File: src/hw/rtl/lbc_pkg.sv
package lbc_pkg;

  localparam int COORD_WIDTH_DEF   = 16;
  localparam int FRACTION_BITS_DEF = 16;
  localparam int NUM_EDGES         = 4;
  localparam int CFG_ADDR_WIDTH    = 4;
  localparam int CFG_DATA_WIDTH    = 32;

  localparam int WIN_LEFT_RST   = 0;
  localparam int WIN_BOTTOM_RST = 0;
  localparam int WIN_RIGHT_RST  = 639;
  localparam int WIN_TOP_RST    = 479;

  typedef enum logic [1:0] {
    REG_LEFT   = 2'd0,
    REG_BOTTOM = 2'd1,
    REG_RIGHT  = 2'd2,
    REG_TOP    = 2'd3
  } lbc_reg_t;

  // Per-edge flags that travel with the quotient through the divider.
  typedef struct packed {
    logic p_zero;
    logic p_neg;
    logic q_neg;
    logic r_neg;
  } lbc_edge_t;

endpackage

File: src/hw/rtl/lbc_cfg_regs.sv
module lbc_cfg_regs import lbc_pkg::*; #(
  parameter int CW = COORD_WIDTH_DEF
) (
  input  logic                      clk,
  input  logic                      rst_n,
  input  logic                      psel,
  input  logic                      penable,
  input  logic                      pwrite,
  input  logic [CFG_ADDR_WIDTH-1:0] paddr,
  input  logic [CFG_DATA_WIDTH-1:0] pwdata,
  output logic [CFG_DATA_WIDTH-1:0] prdata,
  output logic                      pready,
  output logic signed [CW-1:0]      win_left,
  output logic signed [CW-1:0]      win_bottom,
  output logic signed [CW-1:0]      win_right,
  output logic signed [CW-1:0]      win_top
);

  logic signed [CW-1:0] left_r, bottom_r, right_r, top_r;
  logic signed [CW-1:0] rd_val;
  lbc_reg_t             reg_sel;
  logic                 wr_en;

  assign reg_sel = lbc_reg_t'(paddr[3:2]);
  assign wr_en   = psel && penable && pwrite;
  assign pready  = 1'b1;

  always_ff @(posedge clk) begin
    if (!rst_n) begin
      left_r   <= CW'(WIN_LEFT_RST);
      bottom_r <= CW'(WIN_BOTTOM_RST);
      right_r  <= CW'(WIN_RIGHT_RST);
      top_r    <= CW'(WIN_TOP_RST);
    end else if (wr_en) begin
      case (reg_sel)
        REG_LEFT:   left_r   <= pwdata[CW-1:0];
        REG_BOTTOM: bottom_r <= pwdata[CW-1:0];
        REG_RIGHT:  right_r  <= pwdata[CW-1:0];
        REG_TOP:    top_r    <= pwdata[CW-1:0];
        default: ;
      endcase
    end
  end

  always_comb begin
    case (reg_sel)
      REG_LEFT:   rd_val = left_r;
      REG_BOTTOM: rd_val = bottom_r;
      REG_RIGHT:  rd_val = right_r;
      REG_TOP:    rd_val = top_r;
      default:    rd_val = left_r;
    endcase
    prdata = CFG_DATA_WIDTH'(rd_val);
  end

  assign win_left   = left_r;
  assign win_bottom = bottom_r;
  assign win_right  = right_r;
  assign win_top    = top_r;

endmodule

File: config.mk
export PLATFORM = sky130hd
export DESIGN_NAME = lbc_cfg_regs
export DESIGN_NICKNAME = d
export VERILOG_FILES = /design/src/hw/rtl/lbc_pkg.sv /design/src/hw/rtl/lbc_cfg_regs.sv
export SDC_FILE = /design/constraint.sdc
export NUM_CORES = 1
export LEC_CHECK = 0
export BUFFER_PORTS_ARGS = -buffer_cell sky130_fd_sc_hd__buf_4
export CORE_MARGIN = 8
export CORE_UTILIZATION = 40
export CTS_CLUSTER_SIZE = 28
export DETAILED_ROUTE_END_ITERATION = 8
export GPL_TIMING_DRIVEN = 0
export PLACE_DENSITY_LB_ADDON = 0.08
export RECOVER_POWER = 100
export REMOVE_ABC_BUFFERS = 1
export SLEW_MARGIN = 5
export SYNTH_ARGS = -nofsm -noshare
export SYNTH_HDL_FRONTEND = slang
export SYNTH_SLANG_ARGS = --single-unit
File: constraint.sdc
create_clock -name clk -period 2.4 [get_ports clk]
set_input_delay 0.48 -clock clk [delete_from_list [all_inputs] [get_ports clk]]
set_output_delay 0.48 -clock clk [all_outputs]
set_load 0.005 [all_outputs]
==> metrics.md, run 1 <==
| Metric | Value |
|---|---|
| DR WL/cell | 16.3 um |
| Synthesized area per cell | 10.8 um2 |
| Largest net degree at the start of global routing | a little under 90 |
| Fin worst setup slack | approximately 0.17 ns |
| Die H | 103 um |
| Final Cell Area | 3860 um2 |
| Slowest library cell on the worst path | mux4_2 |
| Initial antenna violation count | 0 |
| Antenna cells | 0 |
| CTS H-tree lvls | 3 |
| Setup violations, final | 0 |
| Layout Area Growth over Synthesis | 27.3% |
| Number of max-cap violations | 1 |
| GPL Wtd Cong | ~0.75 |
| Min Tclk post-route | 2.23 ns |
| Worst EP required | 1.92 ns |
| Violated checks | max-capacitance violations, max-slew violations |
| Mapped cell area | 3040 um2 |
| Num CTS Buffers | 9 |
| GRT Total Usage | 15.2% |
| Worst VDD drop | 351 uV |
| Initial detailed-routing violation count | just under 80 |
| Peak fanout along the critical path | 27 |
| Fin. Hold Viols | 0 |
| Post-layout power | 2.21 mW |
| # IOs | 138 |
| Clock sinks | 64 |
| Vias in the first global route | 2403 |
| Worst min path class | input pin to flip-flop |
| RSZ-0062 raised after global routing | false |
| Wire length of the first global-routing pass | 12300 um |
| CP cell instances | buf_4, mux4_2, clkbuf_4 |
| GRT overflow | 0 |
| Critical Path Source Type | input pin |
| Fmax | 448 MHz |
| # DRC | 0 |
| Reg clk slew, reported paths | 0.07 ns |
| Cell count after synthesis | 281 |
| Final Cycle Share | between 90% and 100% |
| Die area | 10600 um2 |
| Lkg Pwr | between 1.5 and 2 nW |
| Post-place setup slack | ~0.053 ns |
| Clk buf depth | 2 |
| Core ar. | ~7300 um2 |
| Buffers on Ports | 118 |
| Yosys Warn Count | 0 |
| Sequential area share after synthesis | around 42% |
| Min-delay src | pwdata[7] |
| Worst-margin pin slew | 1.52 ns |
| Post-synth top area cell | dfxtp_1 |
| Worst Hold End | win_top[7] |
| Worst Reg2Reg Path Length in Cells | 2 |
| FF-to-FF Start | win_right[9] |
| DP HPWL | 5330 um |
| Share of cells above drive strength 1 | between 30% and 40% |
| Die X | 103 um |
| Starting Density | roughly two fifths |
| Worst skew pair latency | 0.33 ns |
| Cells resized by post-CTS repair | 0 |
| Final Max Slew Viols | between 80 and 90 |
| Total wire length | a little under 8000 um |
| Post-CTS Setup Inserts | 0 |
| Setup TNS | 0 ns |
| Setup crit end kind | output port |
| Std-Cell Rows | 31 |
| WP data arrival | 1.75 ns |
| Via count | roughly 2300 |
| Top post-synthesis cells by area | dfxtp_1 (42%), mux2i_1 (20%), mux4_2 (12%), nand2_1 (7.9%), buf_4 (4.9%) |
| Root Driver | clkbuf_8 |
| Netlist cell types | 23 |
| Outcome | complete, but fails checks |
| Post-layout net count | 412 |
| Worst rel slew slack | -1.65% |
| CTS tree | built |
| #FFs+latches synth | 64 |
| Post-CTS Hold Fix Bufs | 0 |
| Critical path class | input pin to output port |
| ANT nets after route | 0 |
| Delay of the slowest critical-path stage | 0.70 ns |
| R2R Setup Slk | 1.65 ns |
| Post-synth top area share | between 40% and 50% |
| Area after DPL | 3750 um2 |
| Pwr dens | 573 nW/um2 |
| Vias per std cell | a little under 5 |
| Reg2reg end | win_right[9] |
| Hold depth | 3 |
| DRT Pass-1 Iters | 4 |
| Clock skew | 0 ns |
==> critical path, delay by kind of cell <==
family	cells	cell delay (ns)
muxes	1	0.70
buffers and inverters	2	0.56
==> flip-flops by register name, indices dropped and copies added, names as in the netlist <==
register and count:
win_bottom 16, win_left 16, win_right 16, win_top 16
==> worst max-delay path by stage <==
stage,cells past startpoint,to,from
after global placement,3,win_bottom[6],paddr[2]
after floorplan,3,win_left[0],pwrite
after detailed placement,3,win_bottom[6],paddr[2]
final,3,prdata[27],paddr[2]
after global routing,3,prdata[15],paddr[2]
after CTS,3,prdata[27],paddr[2]
==> synth_stat cells (all sizes together) <==
master,count
nor2b,18
mux2i,60
inv,3
buf,31
mux4,16
nand3,3
nor3b,1
nand3b,1
nand4,3
nor2,1
o311ai,2
nand2,64
dfxtp,64
clkbuf,8
and3,1
o21ai,4
conb,1
==> power breakdown <==
part	total, mW	internal, mW	switching [mW]
logic	0.199	0.0984	0.100
clock network	0.926	0.534	0.392
registers	1.09	1.08	0.0107
total	2.21	1.71	0.503
==> placed cells by master (no fill, tap or decap), types with 2 or more instances in the layout <==
cell      synthesis  routed
o21ai_0           4       4
nand4_1           2       2
mux2i_1          60      60
nand3_1           2       2
mux4_2           16      16
clkbuf_4          0      74
clkbuf_8          0      11
clkinv_2          0       2
buf_4            20      20
clkbuf_1          8      24
inv_1             3       3
dfxtp_1          64      64
nand2_1          64      64
o311ai_0          2       2
nor2b_1          18      18
==> cell type report <==
cell class	count	area, um2
well taps	99	124
fillers	705	3430
repair buffers	118	797
multi-input cells	175	1450
inverters	3	11.3
flip-flops and latches	64	1280
clock buffers	13	159
clock inverters	3	40.0
==> logic make-up (layout without fill, tap and decap cells) <==
family / count (synthesis) / in the layout / share of synthesized area (%)
and+or+nand+nor: 92 / 92 / 14.8
buffers and inverters: 42 / 137 / 9.97
muxes: 76 / 76 / 31.7
AOI/OAI and AO/OA: 6 / 6 / 1.24
other: 1 / 1 / 0.124
DFF: 64 / 64 / 42.2
==> metrics by stage <==
step | hold slack [ns] | cells | util (%)
floorplan | 0.461 | 242 | -
global placement | 0.457 | 459 | 51.5
detailed placement | 0.460 | 459 | 51.5
CTS | 0.393 | 475 | 54.2
global route | 0.406 | 475 | 53.0
finish | 0.410 | 475 | 53.0
==> layer usage <==
| layer | track usage (%) | wire length [um] |
|---|---|---|
| met4 | 4.00 | 52 |
| met5 | 0 | 0 |
| met2 | 24.7 | 3560 |
| met3 | 6.28 | 754 |
| met1 | 18.1 | 3380 |
(Power assumes the default switching activity.)
==> inputs of run 2 (changes only) <==
CORE_MARGIN = 4   (was 8)
==> run 2 against run 1 <==
The run still ends with max-capacitance violations, max-slew violations left; clock-buffer cell count is 1 lower; sequential power is essentially flat; critical path depth did not move; clock power is 3.3% lower; combinational power about the same; register-to-register slack got worse by 0.02 ns; non-clock buffer count did not move; flip-flop and latch count unchanged; via count fell by 1.5%; wire length decreased by 5.2%; clock skew unchanged; critical path type unchanged; critical endpoint is now prdata[17]; largest cell class unchanged.
==> metrics.md, run 2 (synthesized netlist as in run 1, its figures left out) <==
| Metric | Value |
|---|---|
| Outcome | complete, but fails checks |
| Violated checks | max-capacitance violations, max-slew violations |
| Worst VDD drop | 368 uV (+4.7%) |
| Critical Path Source Type | input pin |
| Clock skew | 0 ns (unchanged) |
| Setup violations, final | 0 (unchanged) |
| Lkg Pwr | 1.73 nW (+1.3%) |
| Total wire length | 7340 um (-5.2%) |
| GPL Wtd Cong | 0.687 (-8.9%) |
| Clk buf depth | 2 (unchanged) |
| Fill count | 667 (-5.4%) |
| Die H | 95.1 um (-7.8%) |
| Most common cell after layout, fill and taps aside | clkbuf_4 |
| Fin util | 53.0% (about the same) |
| Layout Area Growth over Synthesis | 28.0% |
| Post-CTS Setup Inserts | 0 (unchanged) |
| Buffers on Ports | 118 (unchanged) |
| Antenna cells | 0 (unchanged) |
| Die X | 95.1 um (-7.8%) |
| Std-Cell Rows | 31 (unchanged) |
| Critical Path Start | paddr[2] |
| Vias per std cell | 4.85 (-1.3%) |
| Wire length of the first global-routing pass | 11000 um (-11%) |
| CTS H-tree lvls | 3 (unchanged) |
| Number of max-cap violations | 1 (unchanged) |
| Most frequent cells in the layout | clkbuf_4 (83), nand2_1 (64), dfxtp_1 (64), mux2i_1 (60), buf_4 (20) |
| Min Tclk post-route | 2.25 ns (+0.0123 ns) |
| Num CTS Buffers | 9 (unchanged) |
| R2R Setup Slk | 1.63 ns (-0.02 ns) |
| GRT overflow | 0 (unchanged) |
| Peak fanout along the critical path | 27 (unchanged) |
| Via count | 2297 (-1.5%) |
| Reg2reg end | win_right[5] |
| FF-to-FF Start | win_right[5] |
| Worst-margin pin slew | 1.53 ns (+0.00351 ns) |
| Setup TNS | 0 ns (unchanged) |
| Worst rel slew slack | -1.88% (-0.23 points) |
| Fmax | 445 MHz (-0.55%) |
| Post-CTS Hold Fix Bufs | 0 (unchanged) |
| Setup crit end kind | output port |
| Clock sinks | 64 (unchanged) |
| Worst EP required | 1.92 ns (about the same) |
| Die area | 9050 um2 (-15%) |
| # IOs | 138 (unchanged) |
| Worst Reg2Reg Path Length in Cells | 2 (unchanged) |
| # DRC | 0 (unchanged) |
| Initial detailed-routing violation count | 52 (-34%) |
| ANT nets after route | 0 (unchanged) |
| WP data arrival | 1.77 ns (+0.02 ns) |
| DR WL/cell | 15.5 um (-5.0%) |
| Reg clk slew, reported paths | 0.07 ns (about the same) |
| Final Cycle Share | 93.6% (+0.51 points) |
| Worst skew pair latency | 0.33 ns (about the same) |
| Core ar. | 7330 um2 (+0.53%) |
| Crit path to | prdata[17] |
| Post-layout net count | 412 (unchanged) |
| Initial antenna violation count | 0 (unchanged) |
| Cells resized by post-CTS repair | 0 (unchanged) |
| Starting Density | 41.4% (-0.22 points) |
| CTS tree | built |
| Pwr dens | 561 nW/um2 (-2.0%) |
| Fin. Hold Viols | 0 (unchanged) |
| Worst min path class | input pin to flip-flop |
| GRT Total Usage | 16.2% (+1.0 points) |
| Vias in the first global route | 2135 (-11%) |
| Critical path class | input pin to output port |
| Root Driver | clkbuf_8 |
| DRT Pass-1 Iters | 4 (unchanged) |
| RSZ-0062 raised after global routing | false |
| DP HPWL | 4870 um (-8.6%) |
| Largest net degree at the start of global routing | 87 (unchanged) |
| Final Max Slew Viols | 87 (unchanged) |
| Share of cells above drive strength 1 | 36.5% (+2.2 points) |
==> run 2: changes by cell type in the layout (fill, tap and decap cells not counted), sizes merged <==
cell      previous run  this run
clkinvlp             0         1
buf                 21        20
clkinv               2         1
==> run 2: layout make-up <==
class / count / area, um2 / share of cell area, %
clock buffer: 12 / 145 / 3.73
inverter: 3 / 11.3 / 0.290
tap: 99 / 124 / 3.19
timing repair buffer: 118 / 831 / 21.4
sequential: 64 / 1280 / 33.0
multi-input combinational: 175 / 1450 / 37.3
clock inverter: 3 / 42.5 / 1.09
==> run 2: where the power goes <==
part           total, mW  internal, mW  switching (mW)
sequential          1.09          1.08          0.0106
combinational      0.200        0.0999          0.0998
clock              0.895         0.502           0.393
==> run 2: worst min-delay path by stage <==
stage / startpoint / end / slack (ns) / cells after the start
finish: pwdata[8] / win_top[8] / 0.40 / 3
floorplan: win_right[15] / win_right[15] / 0.46 / 2
global placement: win_right[13] / win_right[13] / 0.46 / 2
global route: pwdata[7] / win_top[7] / 0.40 / 3
CTS: pwdata[8] / win_top[8] / 0.39 / 3
detailed placement: win_right[13] / win_right[13] / 0.46 / 2
==> run 2: metrics by stage <==
step / total power, mW / cell area, um2 / hold slack [ns] / setup WS, ns / cells
floorplan: 1.19 / 2740 / 0.461 / 0.632 / 242
global placement: 1.32 / 3750 / 0.459 / 0.0944 / 459
detailed placement: 1.32 / 3750 / 0.463 / 0.0165 / 459
CTS: 2.21 / 3940 / 0.390 / 0.123 / 474
global route: 2.26 / 3890 / 0.397 / 0.0812 / 474
finish: 2.18 / 3890 / 0.403 / 0.154 / 474
==> run 2: worst max-delay path, stage by stage <==
cell and delay, ns:
buf_4 0.37, mux4_2 0.70, clkbuf_4 0.19
==> run 2: per-layer routing <==
| layer | GRT usage, % | wire [um] | vias up | share of wire [%] |
|---|---|---|---|---|
| li1 | - | - | 1122 | - |
| met1 | 19.8 | 3220 | 1090 | 44 |
| met2 | 25.9 | 3470 | 79 | 47 |
| met3 | 7.34 | 577 | 6 | 7.9 |
| met4 | 4.33 | 75 | 0 | 1.0 |
| met5 | 0 | 0 | - | 0 |
