$ cat config.mk
export PLATFORM = sky130hd
export DESIGN_NAME = lbc_edge_div
export DESIGN_NICKNAME = d
export VERILOG_FILES = /design/src/hw/rtl/lbc_pkg.sv /design/src/hw/rtl/lbc_edge_div.sv
export SDC_FILE = /design/constraint.sdc
export NUM_CORES = 1
export LEC_CHECK = 0
export BUFFER_PORTS_ARGS = -buffer_cell sky130_fd_sc_hd__buf_2
export CORE_MARGIN = 2
export CORE_UTILIZATION = 47
export DETAILED_ROUTE_END_ITERATION = 10
export GPL_ROUTABILITY_DRIVEN = 0
export SYNTH_ARGS = -nofsm -noshare
export SYNTH_HDL_FRONTEND = slang
export SYNTH_SLANG_ARGS = --single-unit
export TNS_END_PERCENT = 30
$ cat constraint.sdc
create_clock -name clk -period 12.4 [get_ports clk]
set_clock_uncertainty 0.2 [all_clocks]
set_input_delay 0.62 -clock clk [delete_from_list [all_inputs] [get_ports clk]]
set_output_delay 0.62 -clock clk [all_outputs]
set_load 0.05 [all_outputs]
$ cat src/hw/rtl/lbc_pkg.sv
package lbc_pkg;

  localparam int COORD_WIDTH_DEF   = 16;
  localparam int FRACTION_BITS_DEF = 16;
  localparam int NUM_EDGES         = 4;
  localparam int CFG_ADDR_WIDTH    = 4;
  localparam int CFG_DATA_WIDTH    = 32;

  localparam int WIN_LEFT_RST   = 0;
  localparam int WIN_BOTTOM_RST = 0;
  localparam int WIN_RIGHT_RST  = 639;
  localparam int WIN_TOP_RST    = 479;

  typedef enum logic [1:0] {
    REG_LEFT   = 2'd0,
    REG_BOTTOM = 2'd1,
    REG_RIGHT  = 2'd2,
    REG_TOP    = 2'd3
  } lbc_reg_t;

  // Per-edge flags that travel with the quotient through the divider.
  typedef struct packed {
    logic p_zero;
    logic p_neg;
    logic q_neg;
    logic r_neg;
  } lbc_edge_t;

endpackage

$ cat src/hw/rtl/lbc_edge_div.sv
module lbc_edge_div import lbc_pkg::*; #(
  parameter int CW = COORD_WIDTH_DEF,
  parameter int FB = FRACTION_BITS_DEF
) (
  input  logic               clk,
  input  logic               ce,
  input  logic signed [CW:0] p,
  input  logic signed [CW:0] q,
  output lbc_edge_t          flags,
  output logic [FB+1:0]      mag
);

  localparam int MW = CW + 1;
  localparam logic [FB+1:0] T_ONE = (FB+2)'(1) << FB;

  logic [MW-1:0] p_abs, q_abs, q_dif;
  logic          ge1, ge2;
  lbc_edge_t     flg_in;

  logic [MW-1:0] pa_r  [FB+1];
  logic [MW-1:0] rem_r [FB+1];
  logic [FB-1:0] quo_r [FB+1];
  logic          ge1_r [FB+1];
  logic          ge2_r [FB+1];
  lbc_edge_t     flg_r [FB+1];

  logic [MW-1:0] rem_nxt [FB+1];
  logic          bit_nxt [FB+1];
  logic [MW:0]   two;
  logic [MW:0]   dif;

  // The integer part of |q|/|p| only matters as zero, one or more; the
  // remainder then goes through one restoring step per fraction bit.
  always_comb begin
    p_abs = p[CW] ? MW'(-p) : MW'(p);
    q_abs = q[CW] ? MW'(-q) : MW'(q);
    q_dif = q_abs - p_abs;
    ge1   = q_abs >= p_abs;
    ge2   = ge1 && (q_dif >= p_abs);
    flg_in.p_zero = (p == '0);
    flg_in.p_neg  = p[CW];
    flg_in.q_neg  = q[CW];
    flg_in.r_neg  = p[CW] ^ q[CW];
  end

  always_comb begin
    two = '0;
    dif = '0;
    rem_nxt[0] = ge1 ? q_dif : q_abs;
    bit_nxt[0] = 1'b0;
    for (int k = 1; k <= FB; k++) begin
      two = {rem_r[k-1], 1'b0};
      dif = two - {1'b0, pa_r[k-1]};
      bit_nxt[k] = (two >= {1'b0, pa_r[k-1]});
      rem_nxt[k] = bit_nxt[k] ? dif[MW-1:0] : two[MW-1:0];
    end
  end

  always_ff @(posedge clk) begin
    if (ce) begin
      pa_r[0]  <= p_abs;
      rem_r[0] <= rem_nxt[0];
      quo_r[0] <= '0;
      ge1_r[0] <= ge1;
      ge2_r[0] <= ge2;
      flg_r[0] <= flg_in;
      for (int k = 1; k <= FB; k++) begin
        pa_r[k]  <= pa_r[k-1];
        rem_r[k] <= rem_nxt[k];
        quo_r[k] <= {quo_r[k-1][FB-2:0], bit_nxt[k]};
        ge1_r[k] <= ge1_r[k-1];
        ge2_r[k] <= ge2_r[k-1];
        flg_r[k] <= flg_r[k-1];
      end
    end
  end

  // Anything above one is held at one plus one lsb, which orders the same.
  always_comb begin
    if (ge2_r[FB]) begin
      mag = T_ONE + (FB+2)'(1);
    end else if (ge1_r[FB]) begin
      mag = T_ONE + (FB+2)'(quo_r[FB] != '0);
    end else begin
      mag = {2'b00, quo_r[FB]};
    end
    flags = flg_r[FB];
  end

endmodule

==> flow_summary_export.csv, run 1 <==
group,metric,value,unit
timing,drv_slew,0,
route,drt-total-wl,83500,um
final_layout,area_growth_syn_to_layout,11.3,%
critical_path,cp-end-kind,"register",
pwr,peakVddDrop,0.145,mV
floorplanning,fp.dieH,297,um
clock_network,hold_buffers,0,
worst_hold_path,hold_path.class,"in -> reg",
outcome,status,"complete, no violations",
placed_design,hpwl,60700,um
grt,grt_max_degree,173,
floorplanning,initial_utilization,47.4,%
final_layout,final.fill_count,7241,
worst_hold_path,hold_end,"pa_r[0][0]",
critical_path,cp.required,12580,ps
pwr,power_density,248,mW/mm^2
logic_synthesis,synthArstFlopShare,0,%
critical_path,path_depth,21,
grt,overflow,0,
timing,post-route-min-period,5680,ps
logic_synthesis,synth_area,0.0404,mm^2
floorplanning,pin_count,58,
timing,fmax,176,MHz
critical_path,critPathKind,"in -> reg",
critical_path,cp_slowest_cell,"a211oi_1",
worst_hold_path,min_from,"p[0]",
route,first_iter_violations,1841,
grt,grt_pass1_wl,134000,um
worst_hold_path,min_path_cells,1,
job,cap_violations,0,
clock_network,cts_setup_buffers,0,
final_layout,regArea,0.0235,mm^2
timing,tightestPinTransition,1170,ps
final_layout,multi_input_area,0.0153,mm^2
logic_synthesis,synth_seq_cells,782,
critical_path,path_cells,"buf_2 -> inv_1 -> ha_1 -> or3b_2 -> a211oi_1 -> inv_1 -> ha_1 -> or2_2 -> o32a_1 -> a211oi_1 -> o21ai_1 -> a221o_1 -> a21o_1 -> a21oi_2 -> xnor2_1 -> ha_1 -> a21o_1 -> a21o_1 -> a21oi_1 -> o21ai_0 -> o31a_1",
route,firstDrtPassIters,6,
clock_network,h-tree-depth,3,
clock_network,cts_tree,"yes",
final_layout,final_nets,3838,
route,drc,0,
final_layout,utilization,52.8,%
route,detail-route-antenna-nets,0,
route,via_per_inst,5.40,
logic_synthesis,ys_seq_area_share,58.2,%
logic_synthesis,ys_warn_count,0,
clock_network,cts_buffers,85,
floorplanning,core_region_area,0.0851,mm^2
grt,grt_pass1_vias,25300,
critical_path,critical-path-top-delay-family,"compound AO/OA/AOI/OAI gates",
critical_path,max_stage_delay,510,ps
grt,antenna_found_initial,2,
critical_path,setup.worst_path.start_class,"input pin",
logic_synthesis,synthesis.nets,3722,
critical_path,rrSetupSlack,8220,ps
route,wl_per_cell,17.8,um
floorplanning,die_area,0.0883,mm^2
critical_path,worstPathMaxFanout,6,
critical_path,cp.buffers_inverters,3,
grt,grt.total_usage,18.7,%
route,vias,25400,
critical_path,worstPathArrival,5860,ps
timing,finalHoldViolations,0,
logic_synthesis,synth_edf_count,782,
floorplanning,die_width,297,um
clock_network,clk_pin_slew,60,ps
placed_design,port_buffers,56,
clock_network,cts_resized,0,
logic_synthesis,synth_ff_type,"edfxtp_1",
clock_network,clk_latency,640,ps
clock_network,cts_sinks,782,
logic_synthesis,synth_area_per_cell,12.0,um^2
critical_path,crit-reg2reg-launch,"rem_r[0][52]",
floorplanning,num_rows,107,
logic_synthesis,synthCells,3369,
final_layout,diodes,0,
final_layout,final_cell_mix,"782 x edfxtp_1, 415 x inv_1, 301 x ha_1",
final_layout,layout_commonest_cell,"edfxtp_1",
timing,setup_viol,0,
timing,max_slew_margin,22.0,%
critical_path,ff2ff_path_depth,11,
timing,rsz0062_at_grt,"no",
final_layout,drive_above_1_share,8.55,%
logic_synthesis,synth_cell_types,70,
pwr,p_leak,0.0180,uW
clock_network,root_buffer,"clkbuf_16",
timing,timing.setup.tns,0,ps
timing,period_share,45.8,%
critical_path,r2r-end,"rem_r[0][82]",
clock_network,clk_path_buf_depth,3,
cells in the mapped netlist (all sizes together) (9+ instances only):
| cell type | instances | area, um^2 |
|---|---|---|
| clkbuf | 42 | 158 |
| inv | 415 | 1560 |
| and3 | 13 | 81.3 |
| a21boi | 40 | 300 |
| o211ai | 9 | 67.6 |
| or2 | 19 | 121 |
| and2 | 34 | 213 |
| o41ai | 15 | 150 |
| a31o | 11 | 96.3 |
| nor3 | 47 | 235 |
| nand2b | 32 | 200 |
| a21o | 53 | 398 |
| fa | 16 | 320 |
| a21oi | 240 | 1200 |
| nand4 | 44 | 275 |
| xor2 | 91 | 812 |
| nor2b | 55 | 344 |
| nand2 | 229 | 860 |
| mux2 | 62 | 698 |
| o21a | 25 | 188 |
| a31oi | 24 | 150 |
| a211oi | 12 | 90.1 |
| o21ai | 187 | 936 |
| nor4 | 17 | 113 |
| nand3 | 39 | 195 |
| xnor2 | 151 | 1320 |
| or3 | 26 | 168 |
| nor2 | 200 | 751 |
| ha | 301 | 3770 |
| o31ai | 41 | 313 |
| edfxtp | 782 | 23500 |
| o21bai | 21 | 158 |
worst reg2reg max path: cells and delay by family, from the launching register on:
family / cells / cell delay (ps)
fa+ha+maj: 1 / 370
simple gates: 1 / 150
compound gates: 9 / 2750
flops: 1 / 400
cells by family (layout without fill, tap and decap cells):
group / count (synthesis) / count (layout) / share of synthesized area, %
buf+inv: 459 / 646 / 4.28
flops: 782 / 782 / 58.2
other cells: 1 / 1 / 0.00929
simple gates: 777 / 777 / 9.25
mux: 67 / 67 / 1.85
fa+ha+maj: 319 / 319 / 10.2
xor+xnor: 242 / 242 / 5.29
compound gates: 722 / 722 / 11.0
through the flow:
step	cell area (um^2)	hold WS, ps	setup WS [ps]	power (uW)	std cells
4_1_cts	44900	55.7	6870	11200	4700
3_3_place_gp	42200	201	6290	8520	4542
6_report	44900	116	6720	11200	4700
3_5_place_dp	42200	205	6220	8670	4542
5_1_grt	44900	97.0	6550	11900	4700
2_1_floorplan	40400	200	7050	7460	3369
cell type report:
type                       count  share of cell area [%]
clock inverter                61                    1.19
timing repair buffer          73                   0.958
tap                         1144                    3.19
inverter                     415                    3.47
clock buffer                  97                    4.88
multi-input combinational   2128                    34.0
sequential                   782                    52.3
registers in the layout, indices dropped and copies added, names as in the netlist:
| signal | count |
|---|---|
| quo_r | 136 |
| ge2_r | 17 |
| flg_r | 68 |
| pa_r | 272 |
| ge1_r | 17 |
| rem_r | 272 |
power breakdown:
| part | switching, uW | internal (uW) |
|---|---|---|
| Sequential | 354 | 3860 |
| Combinational | 2570 | 1910 |
| Clock | 1040 | 1430 |
| Total | 3960 | 7190 |
routing by layer:
layer / track usage [%] / up-vias / share of wire [%]
met5: 0 / - / 0
met4: 5.04 / 0 / 2.4
met3: 2.72 / 148 / 4.1
met2: 32.1 / 551 / 49
met1: 24.8 / 12300 / 44
li1: - / 12400 / -
how the worst max path moves through the flow:
| stage | start | to | slack, ps |
|---|---|---|---|
| 2_1_floorplan | q[0] | ge2_r[0][0] | 7050 |
| 3_3_place_gp | q[0] | ge2_r[0][0] | 6290 |
| 3_5_place_dp | q[0] | ge2_r[0][0] | 6220 |
| 4_1_cts | q[0] | ge2_r[0][0] | 6870 |
| 5_1_grt | q[0] | ge2_r[0][0] | 6550 |
| 6_report | q[0] | ge2_r[0][0] | 6720 |
No activity file was read; power rests on OpenSTA's default activity.
==> inputs of run 2 (changes only) <==
Clock period 12.4 ns to 4.88 ns, I/O delays scaled along.
==> flow_summary_export.csv, run 2 (synthesized netlist as in run 1, its figures left out) <==
group,metric,value,unit
timing,rsz0062_at_grt,"yes",
route,first_iter_violations,1727,
final_layout,drive_above_1_share,10.5,%
critical_path,cp.required,5050,ps
final_layout,multi_input_area,0.0154,mm^2
floorplanning,fp.dieH,297,um
pwr,seq_power_share,37.2,%
final_layout,area_growth_syn_to_layout,13.7,%
final_layout,diodes,0,
final_layout,regArea,0.0235,mm^2
critical_path,worstPathArrival,4970,ps
timing,timing.setup.tns,0,ps
route,firstDrtPassIters,5,
clock_network,cts_tree,"yes",
grt,grt_pass1_wl,136000,um
pwr,p_sw,10100,uW
floorplanning,num_rows,107,
pwr,p_comb_share,40.1,%
pwr,peakVddDrop,0.368,mV
timing,finalHoldViolations,0,
floorplanning,core_region_area,0.0851,mm^2
outcome,status,"complete, no violations",
critical_path,worstPathMaxFanout,4,
clock_network,clk_pin_slew,50,ps
clock_network,cts_buffers,86,
route,drt-total-wl,84700,um
critical_path,cp-end-kind,"register",
pwr,p_leak,0.0184,uW
critical_path,setup.worst_path.start_class,"input pin",
route,drc,0,
pwr,power_density,628,mW/mm^2
job,cap_violations,0,
grt,grt_pass1_vias,25700,
floorplanning,pin_count,58,
final_layout,layout_commonest_cell,"edfxtp_1",
pwr,power,28800,uW
final_layout,final_nets,3915,
floorplanning,initial_utilization,47.4,%
grt,grt_max_degree,115,
placed_design,port_buffers,56,
floorplanning,die_area,0.0883,mm^2
clock_network,root_buffer,"clkbuf_16",
route,via_per_inst,5.39,
grt,antenna_found_initial,2,
final_layout,top_regs,"pa_r x272, rem_r x272, quo_r x136",
floorplanning,die_width,297,um
final_layout,final.fill_count,7234,
route,vias,25700,
clock_network,clk_path_buf_depth,3,
final_layout,final_cell_mix,"782 x edfxtp_1, 414 x inv_1, 297 x ha_1",
timing,tightestPinTransition,1180,ps
placed_design,hpwl,62100,um
timing,period_share,98.3,%
timing,max_slew_margin,21.4,%
worst_hold_path,hold_path.class,"in -> reg",
timing,drv_slew,0,
timing,setup_viol,0,
timing,fmax,208,MHz
route,detail-route-antenna-nets,0,
pwr,pwr-share-clk,22.7,%
route,wl_per_cell,17.7,um
pwr,p_int,18700,uW
pwr,sw_frac_of_total,35.1,%
clock_network,cts_sinks,782,
grt,grt.total_usage,19.0,%
clock_network,h-tree-depth,3,
grt,overflow,0,
clock_network,clk_latency,640,ps
critical_path,critPathKind,"in -> reg",
timing,post-route-min-period,4800,ps
[run 2: worst paths after layout]
| kind | depth (start not counted) | startpoint | slack, ps | endpoint |
|---|---|---|---|---|
| max | 23 | p[0] | 80 | ge2_r[0][0] |
| min reg2reg | 0 | flg_r[9][1] | 210 | flg_r[10][1] |
| max reg2reg | 11 | rem_r[0][52] | 450 | rem_r[0][84] |
| min | 1 | ce | 2 | pa_r[0][85] |
[run 2: area by class of cell]
cell class | count | area share, %
Timing Repair Buffer | 149 | 2.51
Inverter | 415 | 3.39
Clock buffer | 97 | 4.83
Multi-Input combinational cell | 2128 | 33.6
Tap cell | 1144 | 3.12
Sequential cell | 782 | 51.2
Clock inverter | 59 | 1.39
[run 2: per-layer routing]
| layer | GRT usage, % | up-vias | part of all wire, % |
|---|---|---|---|
| li1 | - | 12600 | - |
| met1 | 24.7 | 12400 | 44 |
| met2 | 33.0 | 554 | 49 |
| met3 | 2.83 | 165 | 3.9 |
| met4 | 5.39 | 2 | 2.6 |
| met5 | 0 | - | 0.012 |
[run 2: metrics by stage]
stage	util, %	setup slack [ps]	cell area, um^2	std cells	hold slack (ps)
3_5_place_dp	50.0	-328	42600	4584	205
4_1_cts	53.7	42.1	45700	4768	0.685
2_1_floorplan	-	70.1	40400	3369	143
5_1_grt	53.9	-70.2	45900	4774	4.55
6_report	53.9	83.6	45900	4774	1.53
3_3_place_gp	50.0	-207	42600	4584	200
[run 2: power by group through the flow]
| stage | clock [uW] | combinational [uW] | sequential (uW) |
|---|---|---|---|
| floorplan | 0 | 8570 | 10400 |
| global placement | 0 | 11000 | 10800 |
| detailed placement | 0 | 11300 | 10900 |
| CTS | 6730 | 11400 | 10700 |
| global route | 6990 | 12900 | 10900 |
| finish | 6540 | 11600 | 10700 |
[run 2: critical path, stage by stage]
cell and delay, ps:
dlygate4sd3_1 530, buf_2 140, inv_2 80, ha_4 140
buf_4 110, nand4bb_1 110, o211ai_1 150, inv_1 100
ha_2 200, or2_2 310, o32a_1 330, a211oi_2 300
o21ai_2 120, a221o_1 370, a21o_1 190, a21oi_2 180
xnor2_2 110, ha_1 330, a21o_1 210, a21o_1 180
a21oi_2 130, o21ai_0 90, o31a_1 300
[run 2: what timing repair did]
| item | in CTS | in global routing |
|---|---|---|
| resized for setup | 0 | 25 |
| hold buffers | 28 | 0 |
| endpoints found under the hold margin | 30 | 0 |
| setup endpoints to repair | 0 | 12 |
| buffers inserted | 0 | 6 |
==> inputs of run 3 (changes only) <==
Settings changed: RECOVER_POWER from default to 50.
==> flow_summary_export.csv, run 3 (synthesized netlist as in run 1, its figures left out) <==
group,metric,value,unit
critical_path,r2r-end,"rem_r[0][84]",
pwr,p_comb_share,40.1,%
grt,grt-busiest-layer,"met2",
grt,overflow,0,
final_layout,top_regs,"pa_r x272, rem_r x272, quo_r x136",
pwr,pwr-share-clk,22.7,%
grt,grt_pass1_vias,25700,
placed_design,preCtsSetupSlack,-328,ps
pwr,p_leak,0.0184,uW
floorplanning,die_area,0.0883,mm^2
timing,finalHoldViolations,0,
critical_path,startpoint,"p[0]",
critical_path,crit_path_end,"ge2_r[0][0]",
critical_path,worstPathArrival,4960,ps
outcome,failed_checks,"capacitance limit, slew limit",
critical_path,worstPathMaxFanout,4,
final_layout,diodes,0,
placed_design,port_buffers,56,
timing,post-route-min-period,4790,ps
pwr,p_int,18700,uW
floorplanning,pin_count,58,
route,drt-total-wl,84800,um
clock_network,cts_tree,"yes",
critical_path,setup.worst_path.start_class,"input pin",
job,cap_violations,4,
floorplanning,core_region_area,0.0851,mm^2
critical_path,rrSetupSlack,470,ps
route,drc,0,
clock_network,clk_path_buf_depth,3,
final_layout,stdcell_count,4774,
route,detail-route-antenna-nets,0,
floorplanning,num_rows,107,
route,first_iter_violations,1770,
timing,fmax,209,MHz
timing,drv_slew,268,
critical_path,cp.required,5050,ps
clock_network,clk_pin_slew,60,ps
placed_design,dp_cells,4584,
timing,tightestPinTransition,2940,ps
worst_hold_path,hold_path.class,"in -> reg",
final_layout,drive_above_1_share,10.4,%
route,vias,25700,
final_layout,area_growth_syn_to_layout,13.5,%
clock_network,root_buffer,"clkbuf_16",
timing,period_share,98.2,%
critical_path,ff2ff_path_depth,11,
grt,met1_usage,24.7,%
final_layout,finalInstanceArea,0.0458,mm^2
pwr,p_sw,10100,uW
clock_network,h-tree-depth,3,
grt,use_met2,33.0,%
clock_network,clk_latency,640,ps
outcome,status,"finished with violations",
floorplanning,fp.dieH,297,um
timing,setup_viol,0,
floorplanning,die_width,297,um
route,via_per_inst,5.38,
route,firstDrtPassIters,8,
pwr,power_density,629,mW/mm^2
critical_path,crit-reg2reg-launch,"rem_r[0][52]",
clock_network,cts_sinks,782,
final_layout,final_cell_mix,"782 x edfxtp_1, 414 x inv_1, 297 x ha_1",
final_layout,layout_commonest_cell,"edfxtp_1",
placed_design,placed_area,0.0426,mm^2
final_layout,final_nets,3915,
route,wl_per_cell,17.8,um
grt,antenna_found_initial,2,
critical_path,cp-end-kind,"register",
placed_design,hpwl,62100,um
floorplanning,initial_utilization,47.4,%
timing,max_slew_margin,-96.2,%
grt,grt_pass1_wl,136000,um
grt,grt_use_met3,2.83,%
grt,grt.total_usage,19.0,%
timing,whs,39.1,ps
grt,grt_max_degree,115,
pwr,peakVddDrop,0.368,mV
clock_network,cts_buffers,86,
timing,setup_slack,90.3,ps
pwr,seq_power_share,37.2,%
timing,rsz0062_at_grt,"yes",
critical_path,critPathKind,"in -> reg",
pwr,sw_frac_of_total,35.1,%
[run 3: cell types whose count changed in the layout (fill, tap and decap cells not counted), sizes merged]
cell / before / now
buf: 121 / 114
clkbuf: 97 / 104
[run 3: area by class of cell]
| class | instances | area [um^2] |
|---|---|---|
| Tap cell | 1144 | 1430 |
| Fill cell | 7244 | 39300 |
| Clock inverter | 59 | 638 |
| Inverter | 415 | 1560 |
| Clock buffer | 97 | 2210 |
| Timing Repair Buffer | 149 | 1080 |
| Sequential cell | 782 | 23500 |
| Multi-Input combinational cell | 2128 | 15400 |
[run 3: worst min path at each step]
stage	start	endpoint	slack [ps]	depth (start not counted)
floorplan	q[16]	flg_r[0][1]	140	0
global placement	flg_r[13][0]	flg_r[14][0]	200	0
global route	p[1]	pa_r[0][1]	5	4
CTS	q[15]	rem_r[0][16]	0.7	3
detailed placement	flg_r[12][0]	flg_r[13][0]	200	0
finish	p[1]	pa_r[0][1]	40	4
[run 3: what timing repair did]
item	CTS	global route
hold endpoints to repair	30	0
resized for setup	0	25
setup buffers	0	6
hold buffers	28	0
endpoints found under the setup margin	0	12
[run 3: worst max-delay path, stage by stage]
cell and delay [ps]:
dlygate4sd3_1 530, buf_2 140, inv_2 80, ha_4 140, buf_4 110, nand4bb_1 110, o211ai_1 150, inv_1 100
ha_2 200, or2_2 310, o32a_1 330, a211oi_2 300, o21ai_2 130, a221o_1 370, a21o_1 190, a21oi_2 180
xnor2_2 110, ha_1 330, a21o_1 210, a21o_1 180, a21oi_2 130, o21ai_0 90, o31a_1 300
[run 3: routing by layer]
layer | part of all wire (%) | vias up
li1 | - | 12600
met1 | 44 | 12400
met2 | 49 | 537
met3 | 3.9 | 173
met4 | 2.6 | 2
met5 | 0.012 | -
[run 3: power by group through the flow]
stage | clock [uW] | sequential (uW) | combinational (uW)
after floorplan | 0 | 10400 | 8570
after global placement | 0 | 10800 | 11000
after detailed placement | 0 | 10900 | 11300
after CTS | 6730 | 10700 | 11400
after global routing | 6990 | 10900 | 12900
final | 6540 | 10700 | 11600
[run 3: through the flow]
step	util, %	power, uW	TNS, ps
final	53.8	28800	0
after global routing	53.8	30800	-70.2
after CTS	53.7	28900	0
after detailed placement	50.0	22200	-328
after global placement	50.0	21800	-207
after floorplan	-	19000	0
